`config.mk`:
```
export PLATFORM = sky130hd
export DESIGN_NAME = ple_ctrl
export DESIGN_NICKNAME = d
export VERILOG_FILES = /design/src/hdl/ple_pkg.sv /design/src/hdl/ple_ctrl.sv
export SDC_FILE = /design/constraint.sdc
export NUM_CORES = 1
export LEC_CHECK = 0
export BUFFER_PORTS_ARGS = -buffer_cell sky130_fd_sc_hd__buf_2
export CAP_MARGIN = 20
export CORE_UTILIZATION = 38
export CTS_CLUSTER_SIZE = 25
export DETAILED_ROUTE_END_ITERATION = 7
export PLACE_DENSITY_LB_ADDON = 0.25
export SLEW_MARGIN = 30
export SYNTH_ARGS = -nofsm -noshare
export SYNTH_HDL_FRONTEND = slang
export SYNTH_SLANG_ARGS = --single-unit
```
`constraint.sdc`:
```
create_clock -name clk -period 4.6 [get_ports clk]
set_clock_uncertainty 0.15 [all_clocks]
set_input_delay 0.46 -clock clk [delete_from_list [all_inputs] [get_ports clk]]
set_output_delay 0.46 -clock clk [all_outputs]
set_load 0.1 [all_outputs]
```
`src/hdl/ple_pkg.sv`:
```
package ple_pkg;

    localparam int CAPACITY_DEF = 64;
    localparam int DATA_W       = 32;
    localparam int POS_FIELD_W  = 7;
    localparam int COUNT_W      = 7;

    typedef enum logic [1:0] {
        OP_APPEND = 2'd0,
        OP_INSERT = 2'd1,
        OP_DELETE = 2'd2
    } op_t;

    typedef enum logic [1:0] {
        ST_OK        = 2'd0,
        ST_OVERFLOW  = 2'd1,
        ST_UNDERFLOW = 2'd2,
        ST_BADPOS    = 2'd3
    } status_t;

    typedef enum logic [1:0] {
        ACT_HOLD   = 2'd0,
        ACT_INSERT = 2'd1,
        ACT_DELETE = 2'd2
    } act_t;

    typedef struct packed {
        op_t                       operation;
        logic [POS_FIELD_W-1:0]    position;
        logic signed [DATA_W-1:0]  value;
    } req_t;

    typedef struct packed {
        logic signed [DATA_W-1:0]  removed_value;
        status_t                   status;
        logic [COUNT_W-1:0]        count;
    } rsp_t;

    typedef struct packed {
        act_t                      act;
        logic signed [DATA_W-1:0]  value;
    } cmd_t;

endpackage

```
`src/hdl/ple_ctrl.sv`:
```
module ple_ctrl #(
    parameter int CAPACITY = ple_pkg::CAPACITY_DEF,
    parameter int POS_W    = 7
) (
    input  logic                          clk,
    input  logic                          rst_n,
    input  logic                          accept,
    input  ple_pkg::req_t                 req,
    output ple_pkg::cmd_t                 cmd,
    output logic [POS_W-1:0]              pos,
    output ple_pkg::status_t              status,
    output logic [POS_W-1:0]              length,
    output logic [ple_pkg::COUNT_W-1:0]   count
);
    import ple_pkg::*;

    localparam logic [POS_W-1:0] CAP = POS_W'(CAPACITY);

    logic [POS_W-1:0] length_reg;
    logic [POS_W-1:0] length_next;
    logic [POS_W-1:0] req_pos;
    act_t             act;

    always_comb
    begin
        req_pos = POS_W'(req.position);
        act     = ACT_HOLD;
        pos     = req_pos;
        status  = ST_OK;
        case (req.operation)
            OP_APPEND:
            begin
                if (length_reg >= CAP)
                begin
                    status = ST_OVERFLOW;
                end
                else
                begin
                    act = ACT_INSERT;
                    pos = length_reg;
                end
            end
            OP_INSERT:
            begin
                if (length_reg >= CAP)
                begin
                    status = ST_OVERFLOW;
                end
                else if (req_pos > length_reg)
                begin
                    status = ST_BADPOS;
                end
                else
                begin
                    act = ACT_INSERT;
                end
            end
            OP_DELETE:
            begin
                if (length_reg == '0)
                begin
                    status = ST_UNDERFLOW;
                end
                else if (req_pos >= length_reg)
                begin
                    status = ST_BADPOS;
                end
                else
                begin
                    act = ACT_DELETE;
                end
            end
            default:
            begin
                act = ACT_HOLD;
            end
        endcase
    end

    always_comb
    begin
        cmd.act   = accept ? act : ACT_HOLD;
        cmd.value = req.value;
        case (cmd.act)
            ACT_INSERT: length_next = length_reg + POS_W'(1);
            ACT_DELETE: length_next = length_reg - POS_W'(1);
            default:    length_next = length_reg;
        endcase
    end

    always_ff @(posedge clk or negedge rst_n)
    begin
        if (!rst_n)
        begin
            length_reg <= '0;
        end
        else
        begin
            length_reg <= length_next;
        end
    end

    assign length = length_reg;
    assign count  = length_next[COUNT_W-1:0];

endmodule

```
* Word level (Yosys, flattened, before mapping) *
Cells that the tools add are included.
W data, S select, Z words.

cells by class
  multiplexer cells = 16
  add/subtract/negate cells = 2
  $lt $le $gt $ge = 3
  equality and inequality tests = 4
  reductions and logical operators = 2

operators by type and width
  kind                   number
  $mux W2                7
  $mux W7                2
  $pmux W7 S2            1
  $pmux W2 S3            2
  $add A7 B1 Y7 const B  1
  $ge A7 B7 Y1           1
  $ge A7 B7 Y1 const B   1
  $gt A7 B7 Y1           1
  $logic_not A7 Y1       1
  $sub A7 B1 Y7 const B  1
  $eq A2 B1 Y1 const B   2
  $eq A2 B2 Y1 const B   2
  $mux W1                4
  $logic_not A2 Y1       1

word-level totals
  input port bits = 44
  logic and storage cells = 28
  output and inout bits = 57
  flip-flop bits (word level) = 7

* Longest topological paths before layout *
  depth after elaboration = 7
  mapped depth = 14
  gate-level depth less buffers = 14

* Least setup slack after synthesis *
No wires, ideal clock.

  kind = register to output
  start = register length_reg[6] (netlist: length[6])
  end = output count[5] in the netlist's numbering
  data required time = 3.990 ns
  data arrival time = 6.670 ns
  cell stages (with the launch flop) = 14
  path slack = -2.680 ns
  buffers on the path = 0
  cells stage by stage = dfrtp_1 > inv_1 > ha_1 > a21oi_1 > o21ai_0 > o21bai_1 > nor2_1 > ha_1 > ha_1 > a21oi_1 > o21ai_0 > a21oi_1 > xor2_1 > o21ai_0

RTL lines
  what                    RTL line        RTL
  start, declared         ple_ctrl.sv:19  logic [POS_W-1:0] length_reg;
  start signal, assigned  ple_ctrl.sv:99  length_reg <= length_next;
  end, declared           ple_ctrl.sv:13  output logic [ple_pkg::COUNT_W-1:0] count

* Final worst setup path *
  start = register length_reg[0] (netlist: length[0])
  end = output count[6] in the netlist's numbering

on the way
  word-level cells in the longest chain between the ends = 7
  elaborated cells on any way between the ends = 16
  classes of those cells = 2 x add/sub; 3 x order compare; 2 x eq/ne; 8 x mux; 1 x reduce/logical

ends and longest elaborated chain
  what                                          RTL line                        RTL
  $gt A7 B7 Y1 or $ge A7 B7 Y1 (tied branches)  ple_ctrl.sv:49, ple_ctrl.sv:64
  $mux W1 or $mux W2 (tied branches)            ple_ctrl.sv:49, ple_ctrl.sv:64
  $mux W1 or $mux W2 (tied branches)            ple_ctrl.sv:45, ple_ctrl.sv:60
  $pmux W2 S3                                   ple_ctrl.sv:30                  case (req.operation)
  $mux W2                                       ple_ctrl.sv:82                  cmd.act = accept ? act : ACT_HOLD;
  $eq A2 B2 Y1 or $eq A2 B1 Y1 (tied branches)  ple_ctrl.sv:84                  case (cmd.act)
  $pmux W7 S2 (*)                               ple_ctrl.sv:84

Every way passes the cells marked *; elsewhere a longest branch is shown, timed or not.

==> results_dict.tcl <==
set metrics [dict create \
    setup_tns_ns 0 \
    grt_max_degree 16 \
    yosysSeqAreaShare_pct 15.7 \
    netlist_top_cells_area "buf_4 22%, dfrtp_1 16%, ha_1 16%" \
    grt_pass1_vias 890 \
    setup_viol 0 \
    die_area_um2 3150 \
    drt_iter0_drc 6 \
    antenna_found_initial 0 \
    yosys.area.top_type "buf_4" \
    crit_type "reg2out" \
    dr.pass1.iters 4 \
    synth_compound_area_share_pct 13.9 \
    ys_top_cells_by_count "32 x buf_4, 14 x ha_1, 11 x inv_1" \
    rows 19 \
    period_share_pct 94.3 \
    ant_nets 0 \
    synthCells 136 \
    core-area_um2 2760 \
    htreeDepth 1 \
    arrival_ns 3.73 \
    muxShareOfSynthArea_pct 7.86 \
    cts_tree "built" \
    synthSimpleGateAreaFrac_pct 15.5 \
    worst_slew_pin_slew_ns 0.510 \
    syn_avg_cell_area_um2 8.20 \
    period_needed_ns 4.34 \
    synthAdderAreaFrac_pct 17.5 \
    vias 965 \
    wl_um 2520 \
    synth_xor_area_share_pct 3.93 \
    root_buffer "clkbuf_4" \
    cts_setup_buffers 0 \
    regArea_um2 194 \
    drv_cap 0 \
    rsz0062_at_grt "false" \
    drive_gt1_share_pct 44.4 \
    cp-end-kind "primary output" \
    nNetsFinal 204 \
    multi_input_area_um2 727 \
    yosysWarnings 0 \
    fillers 283 \
    synthFlopType "dfrtp_1" \
    antennaDiodeCount 0 \
    grt_pass1_wl_um 3930 \
    critPathRequiredTime_ns 3.99 \
    dpl.hpwl_um 2060 \
    synth_nets 195 \
    die_w_um 56.2 \
    ys_ff_latch 7 \
    fin_ws_ns 0.264 \
    crit_fanout 9 \
    synthArstFlopShare_pct 100 \
    post_drt_wl_per_cell_um 14.4 \
    initial_core_util_pct 40.4 \
    dieHeight_um 56.2 \
    synth_edf_count 0 \
    relSlewSlack_pct 65.8 \
    io_buffers 36 \
    reg2reg_from "length[0]" \
    cts_buffers 3 \
    clock_sinks 7 \
    netlist.area_leader.share_pct 21.5 \
    status "complete, no violations" \
    largest_reg_flops 7 \
    clk_latency_ns 0.27 \
    critPathLaunch "length[0]" \
    place_congestion 0.830 \
    grt_use_total_pct 15.7 \
    overflow 0 \
    finalHoldViolations 0 \
    timing.fmax_mhz 231 \
    areaGrowthSynthToFinish_pct 9.99 \
    clockBufferDepth 2 \
    io_pins 101 \
    clk_pin_slew_ns 0.06 \
    drc 0 \
    netlist_area_um2 1110 \
    cp-start-kind "flop" \
    dp_slack_ns 0.350 \
    slew_viol_final 0 \
    hold_class "in2async" \
    synth.distinct_cells 33 \
    synth_top_family_by_area "buffers and inverters" \
    viasPerCell 5.51 \
    yosysMostFrequentCell "buf_4" \
]
-- final timing paths --
path	endpoint	slack (ns)	depth (start not counted)
max in group asynchronous	length[6]	3.70	2
min reg2reg	length[5]	0.44	2
max reg2reg	length[6]	1.13	13
max	count[6]	0.26	14
min	length[1]	0.40	2
min in group clk	length[5]	0.44	2
-- cells by family (layout without fill, tap and decap cells) --
group | count (synthesis) | in the layout
multiplexers | 8 | 8
XOR/XNOR | 5 | 5
flip-flops | 7 | 7
AO/OA/AOI/OAI | 26 | 26
buffers and inverters | 44 | 52
AND/OR/NAND/NOR | 31 | 31
adder cells (fa/ha/maj) | 15 | 15
-- cells in the final DEF, fill, tap and decap left out, types with 4 or more instances in the layout --
master and n:
buf_2 35, o21ai_0 5, nor2_1 5, mux2_2 6, nand2_1 8, a21oi_1 8
ha_1 13, dfrtp_4 4, inv_1 10
-- layer usage --
layer  vias to the layer above  global-route usage, %  wire [µm]
li1                        462                      -          -
met1                       447                   20.3       1140
met4                         0                   6.97         72
met2                        41                   24.0       1100
met5                         -                      0          0
met3                        15                   4.65        211
-- area by class of cell --
type / instances / share of cell area [%]
Clock buffer: 4 / 2.14
Inverter: 11 / 3.57
Multi-Input combinational cell: 85 / 59.3
Sequential cell: 7 / 15.8
Tap cell: 31 / 3.16
Timing Repair Buffer: 37 / 16.0
-- per-stage QoR --
| step | hold WS [ns] | cell area (µm²) | cells | utilization (%) |
|---|---|---|---|---|
| final | 0.403 | 1230 | 175 | 44.5 |
| after global routing | 0.422 | 1230 | 175 | 44.5 |
| after CTS | 0.413 | 1220 | 175 | 44.2 |
| after detailed placement | 0.164 | 1180 | 170 | 42.9 |
| after global placement | 0.162 | 1180 | 170 | 42.9 |
| after floorplan | 0.0144 | 1210 | 136 | - |
-- worst max-delay path, cell delays in order, from the launching register on --
cell and delay [ns]:
dfrtp_4 0.53, ha_1 0.30, nand2b_1 0.15, a211oi_1 0.29
o21bai_1 0.19, nor2_4 0.15, ha_4 0.20, inv_1 0.09
fa_1 0.40, nor2b_1 0.16, o31a_1 0.19, mux2i_1 0.21
nand2_1 0.15, xnor2_4 0.20, buf_6 0.24
-- what timing repair did --
action / CTS / global route
gates resized for setup: 0 / 3
setup endpoints to repair: 0 / 1
endpoints found under the hold margin: 7 / 0
hold buffers: 1 / 0
Power is not shown: default switching activity piles up to over one toggle a cycle in this logic, so the estimate is an artifact.
