===== src/hdl/ple_pkg.sv =====
package ple_pkg;

    localparam int CAPACITY_DEF = 64;
    localparam int DATA_W       = 32;
    localparam int POS_FIELD_W  = 7;
    localparam int COUNT_W      = 7;

    typedef enum logic [1:0] {
        OP_APPEND = 2'd0,
        OP_INSERT = 2'd1,
        OP_DELETE = 2'd2
    } op_t;

    typedef enum logic [1:0] {
        ST_OK        = 2'd0,
        ST_OVERFLOW  = 2'd1,
        ST_UNDERFLOW = 2'd2,
        ST_BADPOS    = 2'd3
    } status_t;

    typedef enum logic [1:0] {
        ACT_HOLD   = 2'd0,
        ACT_INSERT = 2'd1,
        ACT_DELETE = 2'd2
    } act_t;

    typedef struct packed {
        op_t                       operation;
        logic [POS_FIELD_W-1:0]    position;
        logic signed [DATA_W-1:0]  value;
    } req_t;

    typedef struct packed {
        logic signed [DATA_W-1:0]  removed_value;
        status_t                   status;
        logic [COUNT_W-1:0]        count;
    } rsp_t;

    typedef struct packed {
        act_t                      act;
        logic signed [DATA_W-1:0]  value;
    } cmd_t;

endpackage


===== src/hdl/ple_cell.sv =====
module ple_cell #(
    parameter int INDEX = 0,
    parameter int POS_W = 7
) (
    input  logic                              clk,
    input  ple_pkg::cmd_t                     cmd,
    input  logic [POS_W-1:0]                  pos,
    input  logic signed [ple_pkg::DATA_W-1:0] left,
    input  logic signed [ple_pkg::DATA_W-1:0] right,
    output logic signed [ple_pkg::DATA_W-1:0] entry,
    output logic signed [ple_pkg::DATA_W-1:0] tap
);
    import ple_pkg::*;

    localparam logic [POS_W-1:0] IDX = POS_W'(INDEX);

    logic signed [DATA_W-1:0] entry_reg;
    logic signed [DATA_W-1:0] entry_next;

    always_comb
    begin
        entry_next = entry_reg;
        case (cmd.act)
            ACT_INSERT:
            begin
                if (IDX == pos)
                begin
                    entry_next = cmd.value;
                end
                else if (IDX > pos)
                begin
                    entry_next = left;
                end
            end
            ACT_DELETE:
            begin
                if (IDX >= pos)
                begin
                    entry_next = right;
                end
            end
            default:
            begin
                entry_next = entry_reg;
            end
        endcase
    end

    always_ff @(posedge clk)
    begin
        entry_reg <= entry_next;
    end

    assign entry = entry_reg;
    assign tap   = (cmd.act == ACT_DELETE && IDX == pos) ? entry_reg : '0;

endmodule


===== config.mk =====
export PLATFORM = sky130hd
export DESIGN_NAME = ple_cell
export DESIGN_NICKNAME = d
export VERILOG_FILES = /design/src/hdl/ple_pkg.sv /design/src/hdl/ple_cell.sv
export SDC_FILE = /design/constraint.sdc
export NUM_CORES = 1
export LEC_CHECK = 0
export ABC_CLOCK_PERIOD_IN_PS = 4100
export BUFFER_PORTS_ARGS = -buffer_cell sky130_fd_sc_hd__buf_2
export CELL_PAD_IN_SITES_DETAIL_PLACEMENT = 0
export CELL_PAD_IN_SITES_GLOBAL_PLACEMENT = 1
export CORE_UTILIZATION = 26
export DETAILED_ROUTE_END_ITERATION = 7
export PLACE_DENSITY_LB_ADDON = 0.1
export SYNTH_ARGS = -nofsm -noshare
export SYNTH_HDL_FRONTEND = slang
export SYNTH_SLANG_ARGS = --single-unit
export TNS_END_PERCENT = 50

===== constraint.sdc =====
create_clock -name clk -period 4.1 [get_ports clk]
set_input_delay 0.82 -clock clk [delete_from_list [all_inputs] [get_ports clk]]
set_output_delay 0.82 -clock clk [all_outputs]
set_load 0.01 [all_outputs]

Yosys cells after proc, flatten, opt, wreduce, memory -nomap -nowiden
Cells that the tools add are included.
{ "classes": {"order_cmp": 2, "eq_ne": 4, "mux": 5, "n_reduce_logical": 4} }
{ "op_table": {"columns": ["cell", "count"], "rows": [
  ["two-way mux 32 bit", 4],
  ["case mux 32 bit (2 select lines)", 1],
  ["greater-or-equal comparator 1 x 7 -> 1 bit, first input constant", 1],
  ["greater-than comparator 1 x 7 -> 1 bit, first input constant", 1],
  ["logical NOT 7 bit", 1],
  ["inequality test 3 bit, second input constant", 1],
  ["AND reduction 3 bit", 1],
  ["== test 2 x 1 -> 1 bit, second input constant", 1],
  ["== test 2 bit, second input constant", 1],
  ["inequality test 2 bit, second input constant", 1],
  ["nonzero test 2 bit", 1],
  ["logical AND 1 bit", 1]
]} }
{ "totals": {"ff_bits": 32, "input_bits": 106, "out_inout_bits": 64, "wordCells": 16} }

Logic depth before layout (Yosys ltp)
Gate-level depths: netlist of the first run.
{ "logic_depth": {"depth_word": 4, "mapped_depth": 7, "ltp_nobuf": 5} }

Worst setup path after synthesis of the first run
No wires, ideal clock.
{ "synth_path": {"path_type": "in2reg", "start": "in pos[4]", "end": "reg entry_reg[0] (netlist: entry[0]), enable pin", "setup_time_ns": 0.421, "t_arrival_ns": 2.924, "required_time_ns": 3.679, "path_slack_ns": 0.755, "stages": 4, "n_path_buf": 1, "cell_sequence": "nor4_2 > buf_2 > a21oi_1 > nor2_1"} }
{ "synth_between": {"elab_chain_cells": 3, "elab_cells_between_ends": 6, "cone_classes": "order compare (2); eq/ne (2); reduce/logical (2)"} }
{ "synth_rtl": {"columns": ["element", "line_no", "text"], "rows": [
  ["start, declared", "ple_cell.sv:7", "input logic [POS_W-1:0] pos,"],
  ["greater-than comparator 1 x 7 -> 1 bit, or another cell as far along", "ple_cell.sv:30", "else if (IDX > pos)"],
  ["inequality test 3 bit (no source line) / inequality test 2 bit (equally long branches)", null, null],
  ["AND reduction 3 bit (no source line) (*)", null, null],
  ["end signal, assigned", "ple_cell.sv:51", "entry_reg <= entry_next;"],
  ["end, declared", "ple_cell.sv:17", "logic signed [DATA_W-1:0] entry_reg;"]
]} }
Mark *: on every way between the ends. The rest lies on a longest branch, timed or not.
A chain may end at the register's enable or synchronous reset.

Final worst setup path of the first run
{ "layout_path": {"start": "in pos[4]", "end": "out tap[4] (netlist bit)"} }
{ "layout_between": {"elab_chain_cells": 3} }
{ "layout_rtl": {"columns": ["element", "line_no", "text"], "rows": [
  ["logical NOT 7 bit", "ple_cell.sv:55", "assign tap = (cmd.act == ACT_DELETE && IDX == pos) ? entry_reg : '0;"],
  ["logical AND 1 bit", "ple_cell.sv:55", null],
  ["two-way mux 32 bit", "ple_cell.sv:55", null],
  ["end, declared", "ple_cell.sv:11", "output logic signed [ple_pkg::DATA_W-1:0] tap"]
]} }
Every way passes these cells.

==> results.cfg, run 1 <==
[status]
outcome = completed

[clocking]
clk_pin_slew_worst_paths_ns = 0.06
ctsHtreeMaxLevel = 2
clockBufferDepth = 2
cts_root_buf = clkbuf_8
postCtsHoldBufs = 0
cts_resized = 0
cts_sinks = 32
cts_setup_buffers = 0
tritoncts = built
cts_buffers = 5

[placement]
dp.cells = 453
dpl_cell_area_um2 = 2940
pre_cts_slack_ns = 0.891
dp.final_hpwl_um = 5140
place.port_buffers = 169
gp_congestion = 0.750

[global_routing]
track_usage = 0.178
grt_pass1_vias = 2271
antenna_found_initial = 0
grt_max_degree = 61
grt_overflow = 0
grt_pass1_wl_um = 11400

[logic_synthesis]
yosysSeqAreaShare = 0.475
synth_cell_types = 18
yosys.area_share.simple = 0.152
synth_top_family_by_area = compound AO/OA/AOI/OAI gates
ys.warnings.count = 0
ys_ff_latch = 32
avgSynthCellArea_um2 = 9.86
synthCells = 205
syn_nets = 313
syn_area_um2 = 2020
synth-xor-area-share = 0
synth_mux_area_frac = 0
synth_fa_ha_area_frac = 0.0124
synth_compound_area_frac = 0.293

[finish]
finalInstanceArea_um2 = 3000
utilization = 0.408
drive_gt1_frac = 0.518
final_cell_mix = buf_2, o21ai_0, a31oi_1, and3_1, edfxtp_1
antennaDiodeCount = 0
syn_to_final_growth_pct = 48.6
nNetsFinal = 469
layout_commonest_cell = buf_2
largest_reg_flops = 32
fin_cells = 458

[sta]
worst_pin_slew_ns = 1.00
clock.fmax_ghz = 0.312
hold_viol = 0
fin_crit_sh = 0.783
setup-tns-final_ns = 0
rsz0062_at_grt = no
setup_slack_ns = 0.891
period_needed_ns = 3.21
setup_viol = 0
slew_headroom = 0.333
drv_slew = 0
timing.hold.ws_ns = 0.864

[worst_hold_path]
hp-class = primary input to register
hold_start = right[11]

[floorplan]
fp-row-count = 31
io_pins = 170
die_w_um = 90.2
core_area_um2 = 7370
dieArea_um2 = 8130
die_y_um = 90.2
start_util = 0.274

[drt]
wl_per_cell_um = 16.1
via_per_inst = 5.04
firstDrtPassIters = 4
first_iter_violations = 65
vias = 2307
drc_errors = 0
ant_nets = 0
wl_um = 7380

[setup_path]
critPathLaunch = pos[4]
cp_common_cell = buf_2
crit_path_start_kind = primary input
crit_fanout = 32
endpoint_kind = primary output
critPathMaxStageDelay_ns = 0.55
path_cells = buf_2 > or4_4 > nor2_4 > and3_1 > buf_2
arrival_ns = 2.39
critical_path_required_ns = 3.28
critical_path_class = primary input to primary output
crit_path_top_delay_cell = or4_4

[power_and_ir_drop]
p_leak_nw = 1.49
swShare = 0.275
power_density_nw_per_um2 = 283
power.total_mw = 0.851
p_clk_frac = 0.256
p_int_mw = 0.617
combPwrFrac = 0.237
peakVddDrop_mv = 0.121
switchingPower_mw = 0.234
seqPwrFrac = 0.507

[flow_run]
cap_violations = 0
[power groups by stage]
stage	logic, mW	clock network (mW)	registers (mW)
after floorplan	0.0721	0	0.456
after global placement	0.204	0	0.438
after detailed placement	0.204	0	0.439
after CTS	0.204	0.225	0.433
after global routing	0.221	0.239	0.437
final	0.202	0.218	0.431
[cell usage after synthesis]
library cell | count | area [µm²]
a2bb2oi_1 | 26 | 228
a31oi_1 | 32 | 200
or4_4 | 1 | 11.3
buf_2 | 4 | 20.0
inv_1 | 3 | 11.3
ha_1 | 2 | 25.0
nor2_4 | 1 | 11.3
nand3_1 | 6 | 30.0
and3_1 | 32 | 200
or3_1 | 1 | 6.26
nor4_2 | 1 | 12.5
buf_6 | 3 | 33.8
nor2_1 | 8 | 30.0
a21oi_1 | 1 | 5.00
clkbuf_1 | 19 | 71.3
edfxtp_1 | 32 | 961
nor3_1 | 1 | 5.00
o21ai_0 | 32 | 160
[path summary, 6_finish.rpt]
| check | to | slack (ns) | cells after the start |
|---|---|---|---|
| max | tap[4] | 0.89 | 5 |
| min | entry[11]$_DFFE_PP_ | 0.86 | 2 |
[area by class of cell]
type,count,area (µm²)
clock buffer,5,68.8
fill,793,4370
inverter,3,11.3
multi-input combinational,144,948
sequential,32,961
tap,99,124
timing repair buffer,175,891
[worst max-delay path, delay by kind of cell]
family,cells,cell delay [ns]
buffers and inverters,2,0.26
and+or+nand+nor,3,1.31
[per-layer routing]
metal	vias up	track usage	share of wire
li1	1123	-	-
met1	1079	0.213	0.42
met2	103	0.315	0.50
met3	2	0.0533	0.076
met4	0	0.0349	0.0030
met5	-	0	0
[cell families (layout without fill, tap and decap cells)]
logic type      after synthesis  count (layout)
compound gates               91              91
simple gates                 51              51
buf+inv                      29             183
fa+ha+maj                     2               2
flops                        32              32
Note: power is estimated with default switching activity, not from simulation.
==> run 2, diff against run 1 <==
--- a/config.mk
+++ b/config.mk
@@ -5,11 +5,12 @@
 export SDC_FILE = /design/constraint.sdc
 export NUM_CORES = 1
 export LEC_CHECK = 0
-export ABC_CLOCK_PERIOD_IN_PS = 4100
+export ABC_AREA = 1
+export ABC_CLOCK_PERIOD_IN_PS = 3200
 export BUFFER_PORTS_ARGS = -buffer_cell sky130_fd_sc_hd__buf_2
 export CELL_PAD_IN_SITES_DETAIL_PLACEMENT = 0
 export CELL_PAD_IN_SITES_GLOBAL_PLACEMENT = 1
-export CORE_UTILIZATION = 26
+export CORE_UTILIZATION = 27
 export DETAILED_ROUTE_END_ITERATION = 7
 export PLACE_DENSITY_LB_ADDON = 0.1
 export SYNTH_ARGS = -nofsm -noshare
==> constraint.sdc (replaced) <==
create_clock -name clk -period 3.2 [get_ports clk]
set_input_delay 0.64 -clock clk [delete_from_list [all_inputs] [get_ports clk]]
set_output_delay 0.64 -clock clk [all_outputs]
set_load 0.01 [all_outputs]
==> run 2 against run 1 <==
The run now ends with design-rule violations left; sequential share of layout area down 4.2 points; critical path depth up 1; synthesized cell count up 77%; die area up 18%; clock-buffer cell count up 1; combinational power up 42%; design area up 15%; critical path type unchanged; critical endpoint is now tap[20].
==> results.cfg, run 2 <==
[setup_path]
arrival_ns = 1.95
worst-path-buf-inv = 3
crit_path_top_delay_cell = ha_2
crit_fanout = 32
critPathMaxStageDelay_ns = 0.44
crit_path_start_kind = primary input
cp_common_cell = buf_2
cp_top_family = simple AND/OR/NAND/NOR gates
critical_path_required_ns = 2.56
endpoint_kind = primary output
path_cells = buf_2 > inv_1 > ha_2 > nand2_4 > nor2_1 > buf_2
critical_path_class = primary input to primary output

[finish]
nNetsFinal = 630
multi_input_area_um2 = 996
fin_cells = 630
layout_commonest_cell = buf_2
drive_gt1_frac = 0.400
finalInstanceArea_um2 = 3450
final_cell_mix = buf_2, inv_1, nand2_1
largest_reg_flops = 32
seq_area_um2 = 961
syn_to_final_growth_pct = 38.9
fillCellCount = 983
utilization = 0.392
antennaDiodeCount = 0

[sta]
setup_viol = 0
clock.fmax_ghz = 0.386
period_needed_ns = 2.59
drv_slew = 0
rsz0062_at_grt = no
fin_crit_sh = 0.810
slew_headroom = 0.269
worst_pin_slew_ns = 1.10
setup-tns-final_ns = 0
hold_viol = 0

[clocking]
clk_pin_slew_worst_paths_ns = 0.07
tritoncts = built
cts_buffers = 5
ctsHtreeMaxLevel = 2
cts_root_buf = clkbuf_8
cts_resized = 0
cts_setup_buffers = 0
cts_sinks = 32
clockBufferDepth = 2
postCtsHoldBufs = 0

[global_routing]
grt_pass1_wl_um = 12400
gr-max-usage-layer = met2
grt_overflow = 0
track_usage = 0.164
gr-usage-met2 = 0.285
grt_pass1_vias = 2480
grt_max_degree = 34
grt_use_met3 = 0.0301
use_met1 = 0.209
antenna_found_initial = 0

[floorplan]
core_area_um2 = 8810
dieArea_um2 = 9590
die_w_um = 97.9
fp-row-count = 34
start_util = 0.282
die_y_um = 97.9
io_pins = 170

[logic_synthesis]
ys.flop_type = edfxtp_1
yosysSeqAreaShare = 0.387
ys_ff_latch = 32
synth_cell_types = 17
avgSynthCellArea_um2 = 6.85
synth-edff-count = 32
yosys.area.top_type = edfxtp_1
syn_area_um2 = 2480
ys_async_sr_fraction = 0
ys_top_cells_by_count = inv_1, nand2_1, nand3_1, edfxtp_1, o21ai_0
syn_nets = 471
synth_most_common_cell = inv_1
ys.warnings.count = 0
synth_top_area_frac = 0.387
synthCells = 363
yosys-top-cells-area = edfxtp_1, inv_1, nand3_1

[power_and_ir_drop]
power.total_mw = 1.14
p_leak_nw = 2.06
peakVddDrop_mv = 0.141
power_density_nw_per_um2 = 330

[placement]
gp_congestion = 0.750
place.port_buffers = 169
dp.final_hpwl_um = 5560
dp.cells = 623
dpl_cell_area_um2 = 3370

[drt]
wl_per_cell_um = 12.4
first_iter_violations = 91
ant_nets = 0
via_per_inst = 4.25
wl_um = 7780
vias = 2677
firstDrtPassIters = 6
drc_errors = 11

[worst_hold_path]
hp-class = primary input to register
hold_end = entry[7]$_DFFE_PP_
hold_start = right[7]
holdPathStages = 3

[flow_run]
cap_violations = 0

[status]
outcome = finished, violations left
violations = design-rule violations
-- run 2: cell type report --
class                   count  area share
multi-input cells         206       0.289
flip-flops and latches     32       0.278
repair buffers            174       0.260
inverters                 103       0.112
well taps                 108      0.0391
clock buffers               6      0.0210
clock inverters             1     0.00145
-- run 2: logic make-up after synthesis --
| family | after synthesis | synth area share |
|---|---|---|
| adder cells (fa/ha/maj) | 2 | 0.0101 |
| AO/OA/AOI/OAI | 32 | 0.0644 |
| flip-flops | 32 | 0.387 |
| AND/OR/NAND/NOR | 172 | 0.322 |
| buffers and inverters | 125 | 0.217 |
-- run 2: per-layer routing --
layer	routed length, µm	share of wire	up-vias
met5	0	0	-
met4	70	0.0090	0
met3	554	0.071	5
met2	3730	0.48	105
met1	3430	0.44	1158
li1	-	-	1409
-- run 2: how the worst max path moves through the flow --
stage	start	end	slack [ns]	cells after the start
floorplan	cmd[32]	entry[0]$_DFFE_PP_	0.27	6
global placement	cmd[32]	entry[28]$_DFFE_PP_	0.25	6
detailed placement	cmd[32]	tap[20]	0.21	6
CTS	cmd[32]	tap[20]	0.21	6
global route	cmd[32]	tap[14]	0.41	6
finish	cmd[32]	tap[20]	0.61	6
-- run 2: where the power goes --
group | total (mW) | internal (mW) | switching (mW)
clock | 0.298 | 0.148 | 0.150
sequential | 0.554 | 0.527 | 0.0267
combinational | 0.287 | 0.123 | 0.164
-- run 2: worst min-delay path, stage by stage --
cell and delay, ns:
buf_2 0.07, nand2_1 0.04, nand2_1 0.05
-- run 2: stage by stage --
step | hold WS (ns) | worst slack (ns)
2_1_floorplan | 0.822 | 0.269
6_report | 0.624 | 0.606
5_1_grt | 0.619 | 0.408
4_1_cts | 0.618 | 0.209
3_3_place_gp | 0.912 | 0.253
3_5_place_dp | 0.916 | 0.209
